## src/sv/lfww_pkg.sv

```systemverilog
package lfww_pkg;

	localparam int MAX_WRAP  = 63;
	localparam int WIN_DEPTH = MAX_WRAP + 1;
	localparam int WRAP_W    = $clog2(WIN_DEPTH);
	localparam int CNT_W     = WRAP_W + 1;
	localparam int RAM_DEPTH = 2 * WIN_DEPTH;
	localparam int PTR_W     = $clog2(RAM_DEPTH);
	localparam int CHAR_W    = 8;
	localparam int Q_DEPTH   = 2;
	localparam int Q_PTR_W   = $clog2(Q_DEPTH);

	localparam logic [WRAP_W-1:0] WRAP_RESET = WRAP_W'(40);
	localparam logic [WRAP_W-1:0] WRAP_MIN   = WRAP_W'(2);

	localparam logic [CHAR_W-1:0] CH_TAB    = 8'h09;
	localparam logic [CHAR_W-1:0] CH_NL     = 8'h0A;
	localparam logic [CHAR_W-1:0] CH_SPACE  = 8'h20;
	localparam logic [CHAR_W-1:0] CH_HYPHEN = 8'h2D;

	// One command per input that produces output
	typedef struct packed {
		logic [PTR_W-1:0]  start;
		logic [CNT_W-1:0]  n;
		logic [WRAP_W-1:0] wrap;
		logic              scan;
		logic              hyphen;
		logic              blank;
	} cmd_t;

	// Fold point found by the back end's blank scan
	typedef struct packed {
		logic              vld;
		logic              found;
		logic [WRAP_W-1:0] pos;
	} fb_t;

	function automatic logic is_blank(input logic [CHAR_W-1:0] ch);
		return (ch == CH_SPACE) || (ch == CH_TAB);
	endfunction

endpackage

```

## src/sv/lfww_if.sv

```systemverilog
interface lfww_in_if;
	logic                        valid;
	logic                        ready;
	logic [lfww_pkg::CHAR_W-1:0] in_char;

	modport source(output valid, output in_char, input ready);
	modport sink(input valid, input in_char, output ready);
endinterface

interface lfww_out_if;
	logic                        valid;
	logic                        ready;
	logic [lfww_pkg::CHAR_W-1:0] out_char;
	logic                        last_of_run;

	modport source(output valid, output out_char, output last_of_run, input ready);
	modport sink(input valid, input out_char, input last_of_run, output ready);
endinterface

```

## src/sv/line_fold_word_wrap_top.sv

```systemverilog
// Channel   Dir   Payload                   Beat when
// feed      in    in_char[7:0]              feed.valid & feed.ready
// lines     out   out_char[7:0], last_of_run lines.valid & lines.ready
// cfg       in    cfg_wdata[5:0] (column)   cfg_we
//
// A byte is taken whenever the command queue and the character RAM have
// room and no blank search is pending. Each output byte of text is read
// through the RAM read port; the back end adds the hyphen and the line
// break itself. After the column is lowered below the window length, a
// fold may need a blank search in memory, during which input is held.
// Reset is asynchronous: empty window, column 40; RAM is not cleared.
module line_fold_word_wrap_top (
	input  logic                        clk,
	input  logic                        arst_n,
	lfww_in_if.sink                     feed,
	lfww_out_if.source                  lines,
	input  logic                        cfg_we,
	input  logic [lfww_pkg::WRAP_W-1:0] cfg_wdata
);
	import lfww_pkg::*;

	logic              q_push, q_pop, q_full, q_empty;
	cmd_t              q_din, q_dout;
	fb_t               fb;
	logic [PTR_W-1:0]  rel_ptr;
	logic              ram_we;
	logic [PTR_W-1:0]  ram_waddr, ram_raddr;
	logic [CHAR_W-1:0] ram_wdata, ram_rdata;

	lfww_front u_front (
		.clk       (clk),
		.arst_n    (arst_n),
		.feed      (feed),
		.cfg_we    (cfg_we),
		.cfg_wdata (cfg_wdata),
		.rel_ptr   (rel_ptr),
		.fb        (fb),
		.q_full    (q_full),
		.q_push    (q_push),
		.q_cmd     (q_din),
		.ram_we    (ram_we),
		.ram_waddr (ram_waddr),
		.ram_wdata (ram_wdata)
	);

	lfww_cmd_fifo u_fifo (
		.clk    (clk),
		.arst_n (arst_n),
		.push   (q_push),
		.din    (q_din),
		.pop    (q_pop),
		.dout   (q_dout),
		.full   (q_full),
		.empty  (q_empty)
	);

	lfww_ram #(
		.WIDTH (CHAR_W),
		.DEPTH (RAM_DEPTH)
	) u_ram (
		.clk   (clk),
		.we    (ram_we),
		.waddr (ram_waddr),
		.wdata (ram_wdata),
		.raddr (ram_raddr),
		.rdata (ram_rdata)
	);

	lfww_back u_back (
		.clk       (clk),
		.arst_n    (arst_n),
		.q_empty   (q_empty),
		.q_cmd     (q_dout),
		.q_pop     (q_pop),
		.ram_raddr (ram_raddr),
		.ram_rdata (ram_rdata),
		.fb        (fb),
		.rel_ptr   (rel_ptr),
		.lines     (lines)
	);
endmodule

```

## src/sv/lfww_ram.sv

```systemverilog
module lfww_ram #(
	parameter int WIDTH = 8,
	parameter int DEPTH = 128
) (
	input  logic                     clk,
	input  logic                     we,
	input  logic [$clog2(DEPTH)-1:0] waddr,
	input  logic [WIDTH-1:0]         wdata,
	input  logic [$clog2(DEPTH)-1:0] raddr,
	output logic [WIDTH-1:0]         rdata
);
	logic [WIDTH-1:0] mem [DEPTH];

	always_ff @(posedge clk) begin
		if (we) begin
			mem[waddr] <= wdata;
		end
		rdata <= mem[raddr];
	end
endmodule

```

## src/sv/lfww_cmd_fifo.sv

```systemverilog
module lfww_cmd_fifo (
	input  logic             clk,
	input  logic             arst_n,
	input  logic             push,
	input  lfww_pkg::cmd_t   din,
	input  logic             pop,
	output lfww_pkg::cmd_t   dout,
	output logic             full,
	output logic             empty
);
	import lfww_pkg::*;

	cmd_t               mem_q [Q_DEPTH];
	logic [Q_PTR_W-1:0] wp_q;
	logic [Q_PTR_W-1:0] rp_q;
	logic [Q_PTR_W:0]   cnt_q;

	assign full  = (cnt_q == (Q_PTR_W+1)'(Q_DEPTH));
	assign empty = (cnt_q == '0);
	assign dout  = mem_q[rp_q];

	always_ff @(posedge clk) begin
		if (push) begin
			mem_q[wp_q] <= din;
		end
	end

	always_ff @(posedge clk or negedge arst_n) begin
		if (!arst_n) begin
			wp_q  <= '0;
			rp_q  <= '0;
			cnt_q <= '0;
		end else begin
			if (push) begin
				wp_q <= wp_q + 1'b1;
			end
			if (pop) begin
				rp_q <= rp_q + 1'b1;
			end
			cnt_q <= cnt_q + (Q_PTR_W+1)'(push) - (Q_PTR_W+1)'(pop);
		end
	end
endmodule

```

## src/sv/lfww_front.sv

```systemverilog
module lfww_front (
	input  logic                        clk,
	input  logic                        arst_n,
	lfww_in_if.sink                     feed,
	input  logic                        cfg_we,
	input  logic [lfww_pkg::WRAP_W-1:0] cfg_wdata,
	input  logic [lfww_pkg::PTR_W-1:0]  rel_ptr,
	input  lfww_pkg::fb_t               fb,
	input  logic                        q_full,
	output logic                        q_push,
	output lfww_pkg::cmd_t              q_cmd,
	output logic                        ram_we,
	output logic [lfww_pkg::PTR_W-1:0]  ram_waddr,
	output logic [lfww_pkg::CHAR_W-1:0] ram_wdata
);
	import lfww_pkg::*;

	localparam logic ST_RUN  = 1'b0;
	localparam logic ST_WAIT = 1'b1;

	logic              state_q, state_d;
	logic [PTR_W-1:0]  head_q, head_d;
	logic [CNT_W-1:0]  cnt_q, cnt_d;
	logic [WRAP_W-1:0] lb_q, lb_d;
	logic              lb_vld_q, lb_vld_d;
	logic [WRAP_W-1:0] wrap_q;

	logic [WRAP_W-1:0] eff_w;
	logic [PTR_W-1:0]  wr_ptr;
	logic [PTR_W-1:0]  gap;
	logic              acc, is_nl, app, fold, lb_hit, lb_far;
	logic [CNT_W-1:0]  cnt1;
	logic [WRAP_W-1:0] lb1;
	logic              lb1_vld;
	logic              drop;
	logic [CNT_W-1:0]  k;
	logic [CNT_W-1:0]  base_cnt;
	logic [WRAP_W-1:0] base_lb;
	logic              base_vld;

	assign eff_w  = (wrap_q < WRAP_MIN) ? WRAP_MIN : wrap_q;
	assign wr_ptr = head_q + PTR_W'(cnt_q);
	// slots from rel_ptr up to wr_ptr are still owed to the back end
	assign gap    = wr_ptr - rel_ptr;

	assign feed.ready = (state_q == ST_RUN) && !q_full && (gap != '1);
	assign acc        = feed.valid && feed.ready;
	assign is_nl      = (feed.in_char == CH_NL);
	assign app        = (cnt_q < CNT_W'(WIN_DEPTH));
	assign cnt1       = cnt_q + CNT_W'(app);

	// highest blank in the window, tracked as bytes arrive
	assign lb1_vld = (app && is_blank(feed.in_char)) ? 1'b1 : lb_vld_q;
	assign lb1     = (app && is_blank(feed.in_char)) ? cnt_q[WRAP_W-1:0] : lb_q;

	assign fold   = (cnt1 > CNT_W'(eff_w));
	assign lb_hit = lb1_vld && (lb1 != '0) && (lb1 <= eff_w);
	// last blank beyond the column: an earlier blank must be searched in memory
	assign lb_far = lb1_vld && (lb1 > eff_w);

	assign ram_we    = acc && !is_nl && app;
	assign ram_waddr = wr_ptr;
	assign ram_wdata = feed.in_char;

	always_comb begin
		q_cmd.start  = head_q;
		q_cmd.wrap   = eff_w;
		q_cmd.n      = CNT_W'(eff_w) - CNT_W'(1);
		q_cmd.scan   = 1'b0;
		q_cmd.hyphen = 1'b0;
		q_cmd.blank  = 1'b0;
		if (is_nl) begin
			q_cmd.n = cnt_q;
		end else if (lb_hit) begin
			q_cmd.n     = CNT_W'(lb1);
			q_cmd.blank = 1'b1;
		end else if (lb_far) begin
			q_cmd.scan = 1'b1;
		end else begin
			q_cmd.hyphen = 1'b1;
		end
	end

	assign q_push = acc && (is_nl || fold);

	always_comb begin
		state_d  = state_q;
		head_d   = head_q;
		cnt_d    = cnt_q;
		lb_d     = lb_q;
		lb_vld_d = lb_vld_q;
		drop     = 1'b0;
		k        = '0;
		base_cnt = cnt_q;
		base_lb  = lb_q;
		base_vld = lb_vld_q;
		if (state_q == ST_RUN && acc) begin
			if (is_nl) begin
				head_d   = wr_ptr;
				cnt_d    = '0;
				lb_vld_d = 1'b0;
			end else begin
				base_cnt = cnt1;
				base_lb  = lb1;
				base_vld = lb1_vld;
				cnt_d    = cnt1;
				lb_d     = lb1;
				lb_vld_d = lb1_vld;
				if (fold && lb_far) begin
					state_d = ST_WAIT;
				end else if (fold) begin
					drop = 1'b1;
					k    = lb_hit ? CNT_W'(lb1) + CNT_W'(1) : CNT_W'(eff_w) - CNT_W'(1);
				end
			end
		end else if (state_q == ST_WAIT && fb.vld) begin
			state_d = ST_RUN;
			drop    = 1'b1;
			k       = fb.found ? CNT_W'(fb.pos) + CNT_W'(1) : CNT_W'(eff_w) - CNT_W'(1);
		end
		if (drop) begin
			head_d = head_q + PTR_W'(k);
			cnt_d  = base_cnt - k;
			if (base_vld && (CNT_W'(base_lb) >= k)) begin
				lb_d     = base_lb - k[WRAP_W-1:0];
				lb_vld_d = 1'b1;
			end else begin
				lb_vld_d = 1'b0;
			end
		end
	end

	always_ff @(posedge clk or negedge arst_n) begin
		if (!arst_n) begin
			state_q  <= ST_RUN;
			head_q   <= '0;
			cnt_q    <= '0;
			lb_q     <= '0;
			lb_vld_q <= 1'b0;
			wrap_q   <= WRAP_RESET;
		end else begin
			state_q  <= state_d;
			head_q   <= head_d;
			cnt_q    <= cnt_d;
			lb_q     <= lb_d;
			lb_vld_q <= lb_vld_d;
			if (cfg_we) begin
				wrap_q <= cfg_wdata;
			end
		end
	end
endmodule

```

## src/sv/lfww_back.sv

```systemverilog
module lfww_back (
	input  logic                        clk,
	input  logic                        arst_n,
	input  logic                        q_empty,
	input  lfww_pkg::cmd_t              q_cmd,
	output logic                        q_pop,
	output logic [lfww_pkg::PTR_W-1:0]  ram_raddr,
	input  logic [lfww_pkg::CHAR_W-1:0] ram_rdata,
	output lfww_pkg::fb_t               fb,
	output logic [lfww_pkg::PTR_W-1:0]  rel_ptr,
	lfww_out_if.source                  lines
);
	import lfww_pkg::*;

	localparam logic [1:0] ST_IDLE = 2'd0;
	localparam logic [1:0] ST_SCAN = 2'd1;
	localparam logic [1:0] ST_EMIT = 2'd2;
	localparam logic [1:0] ST_SUF  = 2'd3;

	logic [1:0]        state_q;
	logic [PTR_W-1:0]  start_q;
	logic [CNT_W-1:0]  n_q;
	logic [CNT_W-1:0]  e_q;
	logic [WRAP_W-1:0] w_q;
	logic              hyph_q;
	logic              blank_q;
	logic [WRAP_W-1:0] idx_q;
	logic              scan_more_q;
	logic [PTR_W-1:0]  rel_q;

	// read stage, aligned with the registered RAM data
	logic              vld_s1;
	logic              scan_s1;
	logic              cst_s1;
	logic [CHAR_W-1:0] char_s1;
	logic              last_s1;
	logic [WRAP_W-1:0] idx_s1;

	logic [CHAR_W-1:0] ob_char_q [2];
	logic              ob_last_q [2];
	logic              ob_wr_q;
	logic              ob_rd_q;
	logic [1:0]        ob_cnt_q;

	logic              issue, is_scan, is_cst, is_last;
	logic [CHAR_W-1:0] cst_char;
	logic              ob_push, ob_pop, can;
	logic [2:0]        occ;
	logic              scan_ret, ret_blank;

	assign ob_push = vld_s1 && !scan_s1;
	assign ob_pop  = lines.valid && lines.ready;
	// credit check: bytes held plus byte in the read stage
	assign occ     = 3'(ob_cnt_q) + 3'(ob_push);
	assign can     = (occ < 3'd2) || (occ == 3'd2 && ob_pop);

	assign lines.valid       = (ob_cnt_q != '0);
	assign lines.out_char    = ob_char_q[ob_rd_q];
	assign lines.last_of_run = ob_last_q[ob_rd_q];

	assign scan_ret  = (state_q == ST_SCAN) && vld_s1 && scan_s1;
	assign ret_blank = is_blank(ram_rdata);
	assign fb.vld    = scan_ret && (ret_blank || idx_s1 == WRAP_W'(1));
	assign fb.found  = ret_blank;
	assign fb.pos    = idx_s1;

	assign q_pop   = (state_q == ST_IDLE) && !q_empty;
	assign rel_ptr = rel_q;

	always_comb begin
		issue     = 1'b0;
		is_scan   = 1'b0;
		is_cst    = 1'b0;
		is_last   = 1'b0;
		cst_char  = CH_NL;
		ram_raddr = start_q + PTR_W'(e_q);
		unique case (state_q)
			ST_IDLE: begin
			end
			ST_SCAN: begin
				issue     = scan_more_q && !fb.vld;
				is_scan   = 1'b1;
				ram_raddr = start_q + PTR_W'(idx_q);
			end
			ST_EMIT: begin
				issue = (e_q != n_q) && can;
			end
			ST_SUF: begin
				issue    = can;
				is_cst   = 1'b1;
				cst_char = hyph_q ? CH_HYPHEN : CH_NL;
				is_last  = !hyph_q;
			end
			default: begin
			end
		endcase
	end

	always_ff @(posedge clk) begin
		scan_s1 <= is_scan;
		cst_s1  <= is_cst;
		char_s1 <= cst_char;
		last_s1 <= is_last;
		idx_s1  <= idx_q;
		if (ob_push) begin
			ob_char_q[ob_wr_q] <= cst_s1 ? char_s1 : ram_rdata;
			ob_last_q[ob_wr_q] <= last_s1;
		end
		if (q_pop) begin
			start_q <= q_cmd.start;
			n_q     <= q_cmd.n;
			w_q     <= q_cmd.wrap;
			hyph_q  <= q_cmd.hyphen;
			blank_q <= q_cmd.blank;
			idx_q   <= q_cmd.wrap;
			e_q     <= '0;
		end else if (fb.vld) begin
			e_q <= '0;
			if (fb.found) begin
				n_q     <= CNT_W'(fb.pos);
				blank_q <= 1'b1;
				hyph_q  <= 1'b0;
			end else begin
				n_q     <= CNT_W'(w_q) - CNT_W'(1);
				blank_q <= 1'b0;
				hyph_q  <= 1'b1;
			end
		end else if (issue) begin
			unique case (state_q)
				ST_SCAN: idx_q <= idx_q - WRAP_W'(1);
				ST_EMIT: e_q <= e_q + CNT_W'(1);
				ST_SUF:  hyph_q <= 1'b0;
				default: begin
				end
			endcase
		end
	end

	always_ff @(posedge clk or negedge arst_n) begin
		if (!arst_n) begin
			state_q     <= ST_IDLE;
			scan_more_q <= 1'b0;
			rel_q       <= '0;
			vld_s1      <= 1'b0;
			ob_wr_q     <= 1'b0;
			ob_rd_q     <= 1'b0;
			ob_cnt_q    <= '0;
		end else begin
			vld_s1   <= issue;
			ob_cnt_q <= ob_cnt_q + 2'(ob_push) - 2'(ob_pop);
			if (ob_push) begin
				ob_wr_q <= !ob_wr_q;
			end
			if (ob_pop) begin
				ob_rd_q <= !ob_rd_q;
			end
			unique case (state_q)
				ST_IDLE: begin
					if (q_pop) begin
						state_q     <= q_cmd.scan ? ST_SCAN : ST_EMIT;
						scan_more_q <= 1'b1;
					end
				end
				ST_SCAN: begin
					if (fb.vld) begin
						state_q <= ST_EMIT;
					end else if (issue) begin
						scan_more_q <= (idx_q != WRAP_W'(1));
					end
				end
				ST_EMIT: begin
					if (e_q == n_q) begin
						state_q <= ST_SUF;
					end
				end
				ST_SUF: begin
					if (issue && !hyph_q) begin
						state_q <= ST_IDLE;
						// slots up to the new line start may now be reused
						rel_q   <= start_q + PTR_W'(n_q) + PTR_W'(blank_q);
					end
				end
				default: state_q <= ST_IDLE;
			endcase
		end
	end
endmodule

```

## src/flat_wrapper.sv

```systemverilog
// flat-port wrapper written by rule: the top's interface ports become plain ports
module line_fold_word_wrap_top_flat import lfww_pkg::*;
  (clk, arst_n, cfg_we, cfg_wdata, feed_valid, feed_in_char, feed_ready, lines_valid, lines_out_char, lines_last_of_run, lines_ready);
  lfww_in_if feed_i ();
  lfww_out_if lines_i ();
  input  logic clk;
  input  logic arst_n;
  input  logic cfg_we;
  input  logic [lfww_pkg::WRAP_W-1:0] cfg_wdata;
  input wire logic [$bits(feed_i.valid)-1:0] feed_valid;
  input wire logic [$bits(feed_i.in_char)-1:0] feed_in_char;
  output wire logic [$bits(feed_i.ready)-1:0] feed_ready;
  output wire logic [$bits(lines_i.valid)-1:0] lines_valid;
  output wire logic [$bits(lines_i.out_char)-1:0] lines_out_char;
  output wire logic [$bits(lines_i.last_of_run)-1:0] lines_last_of_run;
  input wire logic [$bits(lines_i.ready)-1:0] lines_ready;
  assign feed_i.valid = feed_valid;
  assign feed_i.in_char = feed_in_char;
  assign feed_ready = feed_i.ready;
  assign lines_valid = lines_i.valid;
  assign lines_out_char = lines_i.out_char;
  assign lines_last_of_run = lines_i.last_of_run;
  assign lines_i.ready = lines_ready;
  line_fold_word_wrap_top u_core (.clk(clk), .arst_n(arst_n), .feed(feed_i), .lines(lines_i), .cfg_we(cfg_we), .cfg_wdata(cfg_wdata));
endmodule
```

## config.mk

```make
export PLATFORM = sky130hd
export DESIGN_NAME = line_fold_word_wrap_top_flat
export DESIGN_NICKNAME = d
export VERILOG_FILES = /design/src/sv/lfww_pkg.sv /design/src/sv/lfww_if.sv /design/src/sv/line_fold_word_wrap_top.sv /design/src/sv/lfww_ram.sv /design/src/sv/lfww_cmd_fifo.sv /design/src/sv/lfww_front.sv /design/src/sv/lfww_back.sv /design/src/flat_wrapper.sv
export SDC_FILE = /design/constraint.sdc
export NUM_CORES = 1
export LEC_CHECK = 0
export ABC_AREA = 0
export BUFFER_PORTS_ARGS = -buffer_cell sky130_fd_sc_hd__buf_2
export CAP_MARGIN = 20
export CORE_ASPECT_RATIO = 1.75
export CORE_UTILIZATION = 40
export CTS_CLUSTER_SIZE = 8
export DETAILED_ROUTE_END_ITERATION = 8
export GPL_TIMING_DRIVEN = 0
export MAX_ROUTING_LAYER = met4
export SLEW_MARGIN = 30
export SYNTH_ARGS = -nofsm -noshare
export SYNTH_HDL_FRONTEND = slang
export SYNTH_HIERARCHICAL = 1
export SYNTH_SLANG_ARGS = --single-unit
```

## constraint.sdc

```tcl
create_clock -name clk -period 5.3 [get_ports clk]
set_input_delay 0 -clock clk [delete_from_list [all_inputs] [get_ports clk]]
set_output_delay 0 -clock clk [all_outputs]
set_load 0.005 [all_outputs]
```

**Yosys cells after proc, flatten, opt, wreduce, memory -nomap -nowiden**

Memory sizes are Yosys's and may differ from the RTL's. A register that Yosys moved wholly into a read port is not among the register bits.
Index checks and enable logic that the tools add are counted.

- Input port bits: 19
- Memories kept: 4
- Word-level logic and storage cells: 227
- Output and inout port bits: 11
- Bits in writable memories: 1088
- Bits in registers: 99

Memories:

| name | depth | bits a word | read ports | clocked after memory_dff | wr ports | line | source |
|---|---|---|---|---|---|---|---|
| u_core.u_ram.mem | 128 | 8 | 1 | 1 | 1 | lfww_ram.sv:12 | `logic [WIDTH-1:0] mem [DEPTH];` |
| u_core.u_fifo.mem_q | 2 | 23 | 1 | 0 | 1 | lfww_cmd_fifo.sv:13 | `cmd_t mem_q [Q_DEPTH];` |
| u_core.u_back.ob_char_q | 2 | 8 | 1 | 0 | 1 | lfww_back.sv:39 | `logic [CHAR_W-1:0] ob_char_q [2];` |
| u_core.u_back.ob_last_q | 2 | 1 | 1 | 0 | 1 | lfww_back.sv:40 | `logic ob_last_q [2];` |

- Reductions and logical operators: 59
- Equality and inequality tests: 24
- Add/sub/neg operators: 23
- Muxes and demuxes: 81
- Bitwise operators: 1
- Order comparisons: 7

Operator list:

| cell | count |
|---|---|
| 7-bit two-way mux | 21 |
| 6-bit two-way mux | 11 |
| 1-bit two-way mux | 38 |
| 7-bit adder | 4 |
| 8-bit by 4-bit equality test with 1-bit output, second input constant | 3 |
| 1-bit logical AND | 24 |
| 8-bit by 6-bit equality test with 1-bit output, second input constant | 2 |
| 2-bit nonzero test | 8 |
| 6-bit by 1-bit adder with 7-bit output, second input constant | 2 |
| 7-bit by 1-bit adder with 7-bit output | 2 |
| 6-bit by 1-bit subtractor with 7-bit output, second input constant | 2 |
| 7-bit subtractor | 2 |
| 2-bit two-way mux | 6 |
| 2-bit inequality test, second input constant | 6 |
| 1-bit logical NOT | 8 |
| 8-bit two-way mux | 1 |
| 2-bit one-hot mux with 4 select lines | 1 |
| 2-bit AND reduction | 4 |
| 4-bit AND reduction | 2 |
| 7-bit by 1-bit adder with 7-bit output, second input constant | 1 |
| 7-bit by 6-bit adder with 7-bit output | 1 |
| 7-bit equality test | 1 |
| 6-bit by 7-bit greater-or-equal comparator with 1-bit output | 1 |
| 7-bit by 6-bit greater-than comparator with 1-bit output | 1 |
| 29 further kinds | 43 |

**Longest topological paths before layout**

Gate-level depths: netlist of run 1.

- Depth in word-level cells: 16
- Depth in mapped cells: 27
- Mapped depth without buffers: 27

**Modules after synthesis**

The synthesis of run 1 kept the hierarchy.

By module, submodules not included:

| module | seq. area each (um^2) | times used | cells each | area an instance (um^2) |
|---|---|---|---|---|
| lfww_ram | 30909.6 | 1 | 1635 | 39665.5 |
| lfww_front | 703.2 | 1 | 506 | 4077.7 |
| lfww_back | 2117.0 | 1 | 357 | 4071.4 |
| lfww_cmd_fifo | 1481.4 | 1 | 87 | 1959.4 |

**Worst setup path after synthesis of run 1**

Ideal clock, no wire load.

- Kind: register to register
- Start point: register u_core.u_front.head_q[1]
- End point: register u_core.u_front.lb_q[1]
- Setup time: 125 ps
- Data arrival time: 5511 ps
- Path slack: -335 ps
- Stages on the path, launching flop included: 24
- Path buffers: 1
- Required time: 5175 ps
- Clock period less this slack: 5635 ps
- Cell sequence: dfrtp_1 > ha_1 > a21o_1 > a21oi_1 > o21bai_1 > a21oi_1 > xnor2_1 > ha_1 > or3b_2 > nand3_1 > nor3b_1 > or3_1 > a211o_1 > and4_4 > buf_2 > a21oi_1 > ha_1 > a21o_1 > a21o_1 > a21o_1 > a21oi_1 > o21ai_0 > o2111ai_4 > mux2_2

- Cells in the longest elaborated chain, start to end: 11
- Elaborated cells on any way between the ends: 15
- Classes of those cells: 3 x add/sub; 1 x order compare; 1 x eq/ne; 6 x mux; 4 x reduce/logical

Ends and longest elaborated chain:

| what | line | source |
|---|---|---|
| start: declaration | lfww_front.sv:22 | `logic [PTR_W-1:0] head_q, head_d;` |
| start signal: assignment | lfww_front.sv:136 | `head_q <= '0;` |
| start signal: assignment | lfww_front.sv:143 | `head_q <= head_d;` |
| 7-bit adder (*) | lfww_front.sv:42 | `assign wr_ptr = head_q + PTR_W'(cnt_q);` |
| net u_core.ram_waddr[5] | line_fold_word_wrap_top.sv:27 | `logic [PTR_W-1:0] ram_waddr, ram_raddr;` |
| 7-bit subtractor (*) | lfww_front.sv:44 | `assign gap = wr_ptr - rel_ptr;` |
| 7-bit inequality test (*) | lfww_front.sv:46 | `assign feed.ready = (state_q == ST_RUN) && !q_full && (gap != '1);` |
| 1-bit logical AND (*) | lfww_front.sv:46 |  |
| 1-bit logical AND (*) | lfww_front.sv:47 | `assign acc = feed.valid && feed.ready;` |
| 1-bit logical AND (*) | lfww_front.sv:97 | `if (state_q == ST_RUN && acc) begin` |
| 6-bit two-way mux / 7-bit two-way mux (equally long branches) | lfww_front.sv:97 |  |
| 6-bit by 7-bit greater-or-equal comparator with 1-bit output | lfww_front.sv:124 | `if (base_vld && (CNT_W'(base_lb) >= k)) begin` |
| 1-bit logical AND | lfww_front.sv:124 |  |
| 6-bit two-way mux | lfww_front.sv:124 |  |
| 6-bit two-way mux (*) | lfww_front.sv:121 | `if (drop) begin` |
| net u_core.u_front.lb_d[1] | lfww_front.sv:24 | `logic [WRAP_W-1:0] lb_q, lb_d;` |
| end signal: assignment | lfww_front.sv:145 | `lb_q <= lb_d;` |
| end: declaration | lfww_front.sv:24 |  |

Mark *: on every way through the listed nets, which the timed path passes. The rest lies on a longest branch.
A chain may end at the register's enable or synchronous reset.

**Worst setup path in the final report of run 1**

- Start point: register u_core.u_front.wrap_q[2]
- End point: register u_core.u_front.lb_q[3]

- Cells in the longest elaborated chain, start to end: 13
- Elaborated cells on any way between the ends: 25
- Classes of those cells: 2 x add/sub; 5 x order compare; 14 x mux; 4 x reduce/logical

Ends and longest elaborated chain:

| what | line | source |
|---|---|---|
| start: declaration | lfww_front.sv:26 | `logic [WRAP_W-1:0] wrap_q;` |
| start signal: assignment | lfww_front.sv:148 | `wrap_q <= cfg_wdata;` |
| 6-bit by 2-bit less-than comparator with 1-bit output | lfww_front.sv:41 | `assign eff_w = (wrap_q < WRAP_MIN) ? WRAP_MIN : wrap_q;` |
| 6-bit two-way mux (*) | lfww_front.sv:41 |  |
| 6-bit less-or-equal comparator | lfww_front.sv:57 | `assign lb_hit = lb1_vld && (lb1 != '0) && (lb1 <= eff_w);` |
| 1-bit logical AND | lfww_front.sv:57 |  |
| 7-bit two-way mux | lfww_front.sv:113 | `k = lb_hit ? CNT_W'(lb1) + CNT_W'(1) : CNT_W'(eff_w) - CNT_W'(1);` |
| 7-bit two-way mux | lfww_front.sv:111 | `end else if (fold) begin` |
| 7-bit two-way mux | lfww_front.sv:109 | `if (fold && lb_far) begin` |
| 7-bit two-way mux | lfww_front.sv:98 | `if (is_nl) begin` |
| 7-bit two-way mux | lfww_front.sv:97 |  |
| 6-bit by 7-bit greater-or-equal comparator with 1-bit output | lfww_front.sv:124 |  |
| 1-bit logical AND | lfww_front.sv:124 |  |
| 6-bit two-way mux | lfww_front.sv:124 |  |
| 6-bit two-way mux (*) | lfww_front.sv:121 |  |
| net u_core.u_front.lb_d[3] | lfww_front.sv:24 |  |

Marked as above.

==> flow_summary.json, run 1 <==
{
  "vias_per_cell": 5.67,
  "seqCellArea_um2": 35200,
  "place_congestion": 0.940,
  "worstHoldPathType": "in -> reg",
  "cp_common_cell": "a21o_1",
  "dpl.hpwl_um": 92500,
  "reg2reg_depth": 21,
  "dieArea_um2": 126000,
  "area_growth_pct": 18.8,
  "required_ps": 5930,
  "rsz0062_at_grt": "yes",
  "regToRegStartpoint": "u_core/u_front/wrap_q[2]",
  "start_kind": "flop",
  "cp_cell_sequence": "nor4_2, nor2_1, ha_1, a21oi_1, o21ai_0, o311a_1, and2_1, or3_1, clkbuf_4, nor2_1, a21oi_2, a21oi_4, buf_12, ha_4, a21o_1, a21o_1, a21o_1, a21oi_2, o21ai_2, o2111ai_4, mux2_2",
  "timing.hold.ws_ps": 75.5,
  "hold_viol_final": 0,
  "numPortBuffers": 28,
  "regToRegSetupSlack_ps": -160,
  "critPathLaunch": "u_core/u_front/wrap_q[2]",
  "fill_cells": 10156,
  "p_sw_share_pct": 37.7,
  "dpl-instance-area_um2": 52300,
  "async_reset_ff_share_pct": 3.95,
  "ys.flop_type": "edfxtp_1",
  "totalWireLength_um": 135000,
  "clock_latency_ps": 760,
  "grt-ovfl-total": 0,
  "nets": 2985,
  "clockPowerShare_pct": 23.6,
  "clock_path_buffers": 3,
  "syn-num-nets": 2683,
  "power_density_nw_per_um2": 678,
  "cp_slowest_stage_delay_ps": 490,
  "row_count": 170,
  "cts.root.buffer_cell": "clkbuf_16",
  "numCtsBuffers": 167,
  "htree_num_levels": 4,
  "fp.dieW_um": 269,
  "endpoint_kind": "flop",
  "path_class": "reg -> reg",
  "multi_input_area_um2": 14900,
  "dp_cells": 4257,
  "io_pins": 30,
  "die_y_um": 469,
  "grt_max_degree": 129,
  "syn_area_um2": 49800,
  "power.internal_mw": 25.0,
  "path_max_fanout": 10,
  "num_vias": 25950,
  "fin_crit_ps": 5460,
  "antenna_found_initial": 4,
  "violations": "negative setup slack",
  "ir_drop_uv": 494,
  "initial_core_util_pct": 40.5,
  "cp_top_family": "compound AO/OA/AOI/OAI gates",
  "p_sw_mw": 15.1,
  "clock_sinks": 1189,
  "drc": 0,
  "ys_top_cells_by_area": "edfxtp_1 67%, mux4_2 15%, dfrtp_1 2.3%",
  "max-cap-violations": 0,
  "rr_endpoint": "u_core/u_front/lb_q[3]",
  "cts_tree": "built",
  "final_area_um2": 59100,
  "period_share_pct": 103,
  "cp.arrival_ps": 6090,
  "drtPass1Iterations": 5,
  "grt.total_usage_pct": 22.6,
  "total_leakage_power_nw": 19.2,
  "skew_ps": 35.8,
  "fp.coreArea_um2": 123000,
  "slew_viol_final": 0,
  "syn_inst": 2585,
  "seqPwrFrac_pct": 27.7,
  "slew_headroom_pct": 33.1,
  "path_clk_slew_ps": 50,
  "synth.distinct_cells": 91,
  "synth_warnings": 6,
  "worst_slack_ps": -160,
  "grt_pass1_wl_um": 194000,
  "dp_slack_ps": -2220,
  "tightest_slew_ps": 1000,
  "status": "finished, violations left",
  "critPathSlowestCell": "nor4_2",
  "final_util_pct": 48.1,
  "synth-edff-count": 1116,
  "drtIter0Drc": 2130,
  "synth-seq-area-share_pct": 70.7,
  "fmax_mhz": 183,
  "crit_buf_inv": 2,
  "synth.top_cell.area_share_pct": 67.3,
  "setup.worst_path.end": "u_core/u_front/lb_q[3]",
  "layout-drive-gt1-share_pct": 34.5,
  "p_comb_share_pct": 48.7,
  "wl_per_cell_um": 29.4,
  "path_depth": 21,
  "syn_area_per_cell_um2": 19.3,
  "grt_pass1_vias": 28112,
  "setup_viol": 14,
  "finalNonFillerCells": 4579,
  "ant_nets": 0,
  "synth_seq_cells": 1189,
  "yosysTopAreaCell": "edfxtp_1"
}
## cells in the mapped netlist, types with 19 or more instances
| cell | number |
|---|---|
| inv_1 | 65 |
| nor3_1 | 19 |
| nand2_1 | 77 |
| edfxtp_1 | 1116 |
| nor2b_1 | 24 |
| xnor2_1 | 50 |
| a21oi_1 | 59 |
| mux2_2 | 41 |
| xor2_1 | 23 |
| ha_1 | 71 |
| mux2_4 | 25 |
| nand3_1 | 30 |
| dfrtp_1 | 45 |
| buf_2 | 23 |
| buf_1 | 19 |
| dfxtp_1 | 26 |
| nor2_1 | 187 |
| o21ai_0 | 54 |
| mux4_2 | 336 |
| clkbuf_1 | 65 |
| buf_4 | 20 |
## worst min path at each step
stage / start / endpoint / cells after the start
after floorplan: arst_n / u_core/u_back/ob_cnt_q[0] / 0
after global placement: cfg_wdata[4] / u_core/u_front/wrap_q[4] / 3
after global routing: feed_in_char[2] / u_core/u_front/state_q / 7
after CTS: feed_in_char[0] / u_core/u_ram/mem[87][0] / 2
after detailed placement: arst_n / u_core/u_front/wrap_q[0] / 1
final: feed_in_char[7] / u_core/u_ram/mem[87][7] / 2
## stage by stage
stage               total power [mW]  setup TNS, ps
finish                          40.1          -1100
floorplan                       22.8              0
CTS                             40.0           -445
detailed placement              29.9       -1743550
global route                    41.2          -6870
global placement                29.7       -2253970
## placed cells by master, fill, tap and decap left out, types with 13 or more instances in the layout
| master | Yosys | routed |
|---|---|---|
| dlygate4sd3_1 | 0 | 26 |
| nor2_4 | 0 | 57 |
| mux4_2 | 336 | 336 |
| nor2_2 | 0 | 36 |
| nor2b_1 | 24 | 20 |
| nand3_1 | 30 | 22 |
| edfxtp_1 | 1116 | 1116 |
| xnor2_1 | 50 | 45 |
| buf_4 | 20 | 76 |
| mux2_4 | 25 | 29 |
| buf_2 | 23 | 61 |
| mux2i_1 | 13 | 13 |
| ha_1 | 71 | 56 |
| clkbuf_2 | 0 | 29 |
| dfrtp_1 | 45 | 41 |
| a21oi_1 | 59 | 47 |
| ha_4 | 0 | 15 |
| dfxtp_1 | 26 | 26 |
| clkbuf_1 | 65 | 69 |
| nand2_1 | 77 | 72 |
| o21ai_0 | 54 | 44 |
| xor2_1 | 23 | 21 |
| nor2_1 | 187 | 94 |
| clkbuf_16 | 0 | 167 |
| a21o_1 | 15 | 14 |
| mux2_2 | 41 | 37 |
| inv_1 | 65 | 55 |
## per-layer routing
metal,up-vias,share of wire [%],global-route usage (%)
met5,-,0,-
met4,0,7.0,13.8
met3,340,4.0,3.75
met2,860,57,42.2
met1,13710,32,21.1
li1,11040,-,-
## cell families (layout without fill, tap and decap cells)
| kind of cell | Yosys count | count (layout) | share of synthesized area (%) |
|---|---|---|---|
| adder cells (fa/ha/maj) | 79 | 79 | 2.11 |
| XOR/XNOR | 74 | 74 | 1.33 |
| buffers and inverters | 198 | 554 | 1.81 |
| AO/OA/AOI/OAI | 210 | 210 | 2.87 |
| flip-flops | 1189 | 1189 | 70.7 |
| multiplexers | 415 | 415 | 17.1 |
| AND/OR/NAND/NOR | 420 | 420 | 3.99 |
| other | 0 | 4 | 0 |
## area by class of cell
class	instances	share of cell area [%]
clock inverters	14	0.392
multi-input cells	1198	25.2
flip-flops and latches	1189	59.6
clock buffers	209	7.34
inverters	66	0.445
repair buffers	134	2.17
well taps	1634	3.46
diodes	4	0.0169
plain buffers	131	1.37
## power by group through the flow
stage          clock network (mW)  logic (mW)  registers, mW
2_1_floorplan                   0        11.7           11.1
3_3_place_gp                    0        18.4           11.3
3_5_place_dp                    0        18.6           11.3
4_1_cts                      9.63        19.3           11.1
5_1_grt                      9.97        20.1           11.1
6_report                     9.45        19.5           11.1
## flip-flops by register name (all words and copies together) (netlist names), 2 cells and up
signal	cells
u_core/u_fifo/mem_q	46
u_core/u_front/lb_q	6
u_core/u_back/ob_cnt_q	2
u_core/u_back/state_q	2
u_core/u_fifo/cnt_q	2
u_core/u_back/ob_last_q	2
u_core/u_back/n_q	7
u_core/u_back/char_s1	2
u_core/u_front/head_q	7
u_core/u_back/idx_q	6
u_core/u_ram/mem	1024
u_core/u_back/ob_char_q	16
u_core/u_ram/rdata	8
u_core/u_back/e_q	7
u_core/u_back/w_q	6
u_core/u_front/cnt_q	7
u_core/u_back/rel_ptr	7
u_core/u_back/idx_s1	6
u_core/u_back/start_q	7
u_core/u_front/wrap_q	6
## repair_timing
action                      CTS  global route
gates resized for setup     248           106
gates cloned                  1             0
hold buffers                 27             0
setup endpoints to repair  1098           835
hold endpoints to repair     62             0
pin swaps                    46            51
buffers inserted             48            24
Note: power is estimated with default switching activity, not from simulation.
==> inputs of run 2 (changes only) <==
--- a/config.mk
+++ b/config.mk
@@ -9,6 +9,7 @@
 export BUFFER_PORTS_ARGS = -buffer_cell sky130_fd_sc_hd__buf_2
 export CAP_MARGIN = 20
 export CORE_ASPECT_RATIO = 1.75
+export CORE_MARGIN = 2
 export CORE_UTILIZATION = 40
 export CTS_CLUSTER_SIZE = 8
 export DETAILED_ROUTE_END_ITERATION = 8
==> constraint.sdc (replaced) <==
create_clock -name clk -period 5.8 [get_ports clk]
set_input_delay 0 -clock clk [delete_from_list [all_inputs] [get_ports clk]]
set_output_delay 0 -clock clk [all_outputs]
set_load 0.005 [all_outputs]
==> run 2 against run 1 <==
  * Critical endpoint is now u_core/u_ram/rdata[3]
  * Clock power is 7.4% lower
  * Largest power group unchanged
  * Die area is 1.2% higher
  * Fmax is 4.9% lower
  * Via count is 1.0% lower
  * The flow now finishes without violations
  * Worst hold slack worse by 43 ps
  * Global-route usage is 1.3 points lower
  * Sequential share of layout area is 0.97 points higher
  * Clock skew is 7.7 ps higher
  * Non-clock buffer count is 49 lower
  * Largest cell class unchanged
  * Register-to-register slack better by 220 ps
  * Utilization is 1.1 points lower
==> flow_summary.json, run 2 (synthesis gave the netlist of run 1 again) <==
{
  "grt.total_usage_pct": 21.3,
  "finalNonFillerCells": 4542,
  "max-cap-violations": 0,
  "worstHoldPathType": "in -> reg",
  "path_class": "reg -> reg",
  "dpl.hpwl_um": 90500,
  "nets": 2935,
  "start_kind": "flop",
  "timing.hold.ws_ps": 32.1,
  "total_leakage_power_nw": 18.8,
  "htree_num_levels": 4,
  "final_cell_mix": "1116 x edfxtp_1, 336 x mux4_2, 167 x clkbuf_16, 101 x nor2_1, 79 x clkbuf_1",
  "row_count": 171,
  "grt_max_degree": 129,
  "endpoint_kind": "flop",
  "io_pins": 30,
  "cp_cell_sequence": "inv_1, ha_1, buf_2, mux2_2, ha_1, fa_1, xor2_2, clkbuf_2, clkdlybuf4s15_2, mux4_2, mux4_2, mux4_2, mux2_2",
  "drc": 0,
  "cts.root.buffer_cell": "clkbuf_16",
  "clock_sinks": 1189,
  "drtIter0Drc": 2010,
  "final.setup.tns_ps": 0,
  "mostFrequentLayoutCell": "edfxtp_1",
  "final_area_um2": 58200,
  "reg2reg_depth": 13,
  "critPathSlowestCell": "mux4_2",
  "fill_cells": 10227,
  "whs_path_depth": 2,
  "antenna_found_initial": 5,
  "numPortBuffers": 28,
  "fp.dieW_um": 271,
  "largest_reg_flops": 1024,
  "clock_latency_ps": 800,
  "required_ps": 6460,
  "power_mw": 36.4,
  "slew_viol_final": 0,
  "drtPass1Iterations": 7,
  "crit_buf_inv": 4,
  "grt_pass1_wl_um": 187000,
  "dpl-instance-area_um2": 52200,
  "fp.coreArea_um2": 124000,
  "initial_core_util_pct": 40.2,
  "layout-drive-gt1-share_pct": 31.0,
  "clock_path_buffers": 3,
  "cp_common_cell": "mux4_2",
  "top_regs": "u_core/u_ram/mem x1024, u_core/u_fifo/mem_q x46, u_core/u_back/ob_char_q x16",
  "wl_per_cell_um": 28.8,
  "area_growth_pct": 16.8,
  "worst_slack_ps": 55.3,
  "grt-ovfl-total": 0,
  "dieArea_um2": 127000,
  "dp_cells": 4262,
  "power_density_nw_per_um2": 626,
  "path_clk_slew_ps": 50,
  "setup_viol": 0,
  "tightest_slew_ps": 1000,
  "ant_nets": 0,
  "path_depth": 13,
  "path_max_fanout": 10,
  "fmax_mhz": 174,
  "cts_tree": "built",
  "hold_viol_final": 0,
  "grt_pass1_vias": 27501,
  "cp.arrival_ps": 6410,
  "cp_top_family": "multiplexers",
  "final_util_pct": 46.9,
  "numCtsBuffers": 166,
  "place_congestion": 0.947,
  "status": "complete, no violations",
  "die_y_um": 471,
  "totalWireLength_um": 131000,
  "slew_headroom_pct": 33.1,
  "dp_slack_ps": -1340,
  "period_share_pct": 99.0,
  "fin_crit_ps": 5740,
  "ir_drop_uv": 412,
  "skew_ps": 43.5,
  "vias_per_cell": 5.66,
  "largest_register": "u_core/u_ram/mem",
  "num_vias": 25690,
  "cp_slowest_stage_delay_ps": 600
}
==> run 2: changes by cell type in the layout (fill, tap and decap cells not counted), sizes merged, moves of 2 or more <==
cell / change
buf: -57
dlygate4sd3: +3
clkdlybuf4s15: +2
clkbuf: +3
inv: +3
clkinvlp: -3
diode: +3
==> run 2: what timing repair did <==
| item | in CTS | in global routing |
|---|---|---|
| endpoints found under the hold margin | 66 | 0 |
| buffers inserted | 10 | 11 |
| setup endpoints to repair | 1048 | 688 |
| pin swaps | 11 | 23 |
| hold buffers | 30 | 0 |
| resized for setup | 186 | 42 |
==> run 2: cell type report <==
type	instances	area, um2	area share, %
diodes	7	17.5	0.0301
plain buffers	131	791	1.36
clock buffers	208	4330	7.45
clock inverters	15	314	0.540
inverters	66	251	0.432
multi-input cells	1198	14500	24.9
flip-flops and latches	1189	35200	60.6
well taps	1643	2060	3.53
repair buffers	85	707	1.22
==> run 2: path summary, 6_finish.rpt <==
path	startpoint	to	slack (ps)
max reg2reg	u_core/u_back/state_q[1]	u_core/u_ram/rdata[3]	60
min	feed_in_char[7]	u_core/u_ram/mem[84][7]	30
min in group asynchronous	arst_n	u_core/u_front/wrap_q[5]	320
max in group asynchronous	arst_n	u_core/u_back/ob_cnt_q[0]	5170
min reg2reg	u_core/u_back/last_s1	u_core/u_back/ob_last_q[0]	430
max	u_core/u_back/state_q[1]	u_core/u_ram/rdata[3]	60
==> run 2: report_power, final <==
group	internal, mW	switching (mW)	total (mW)
clock network	5.21	3.54	8.75
logic	7.55	9.99	17.5
registers	9.84	0.285	10.1
total	22.6	13.8	36.4
==> run 2: layer usage <==
layer	part of all wire, %	global-route usage (%)
met3	4.2	3.42
met5	0	-
met1	32	19.7
met2	57	40.0
met4	7.0	13.3
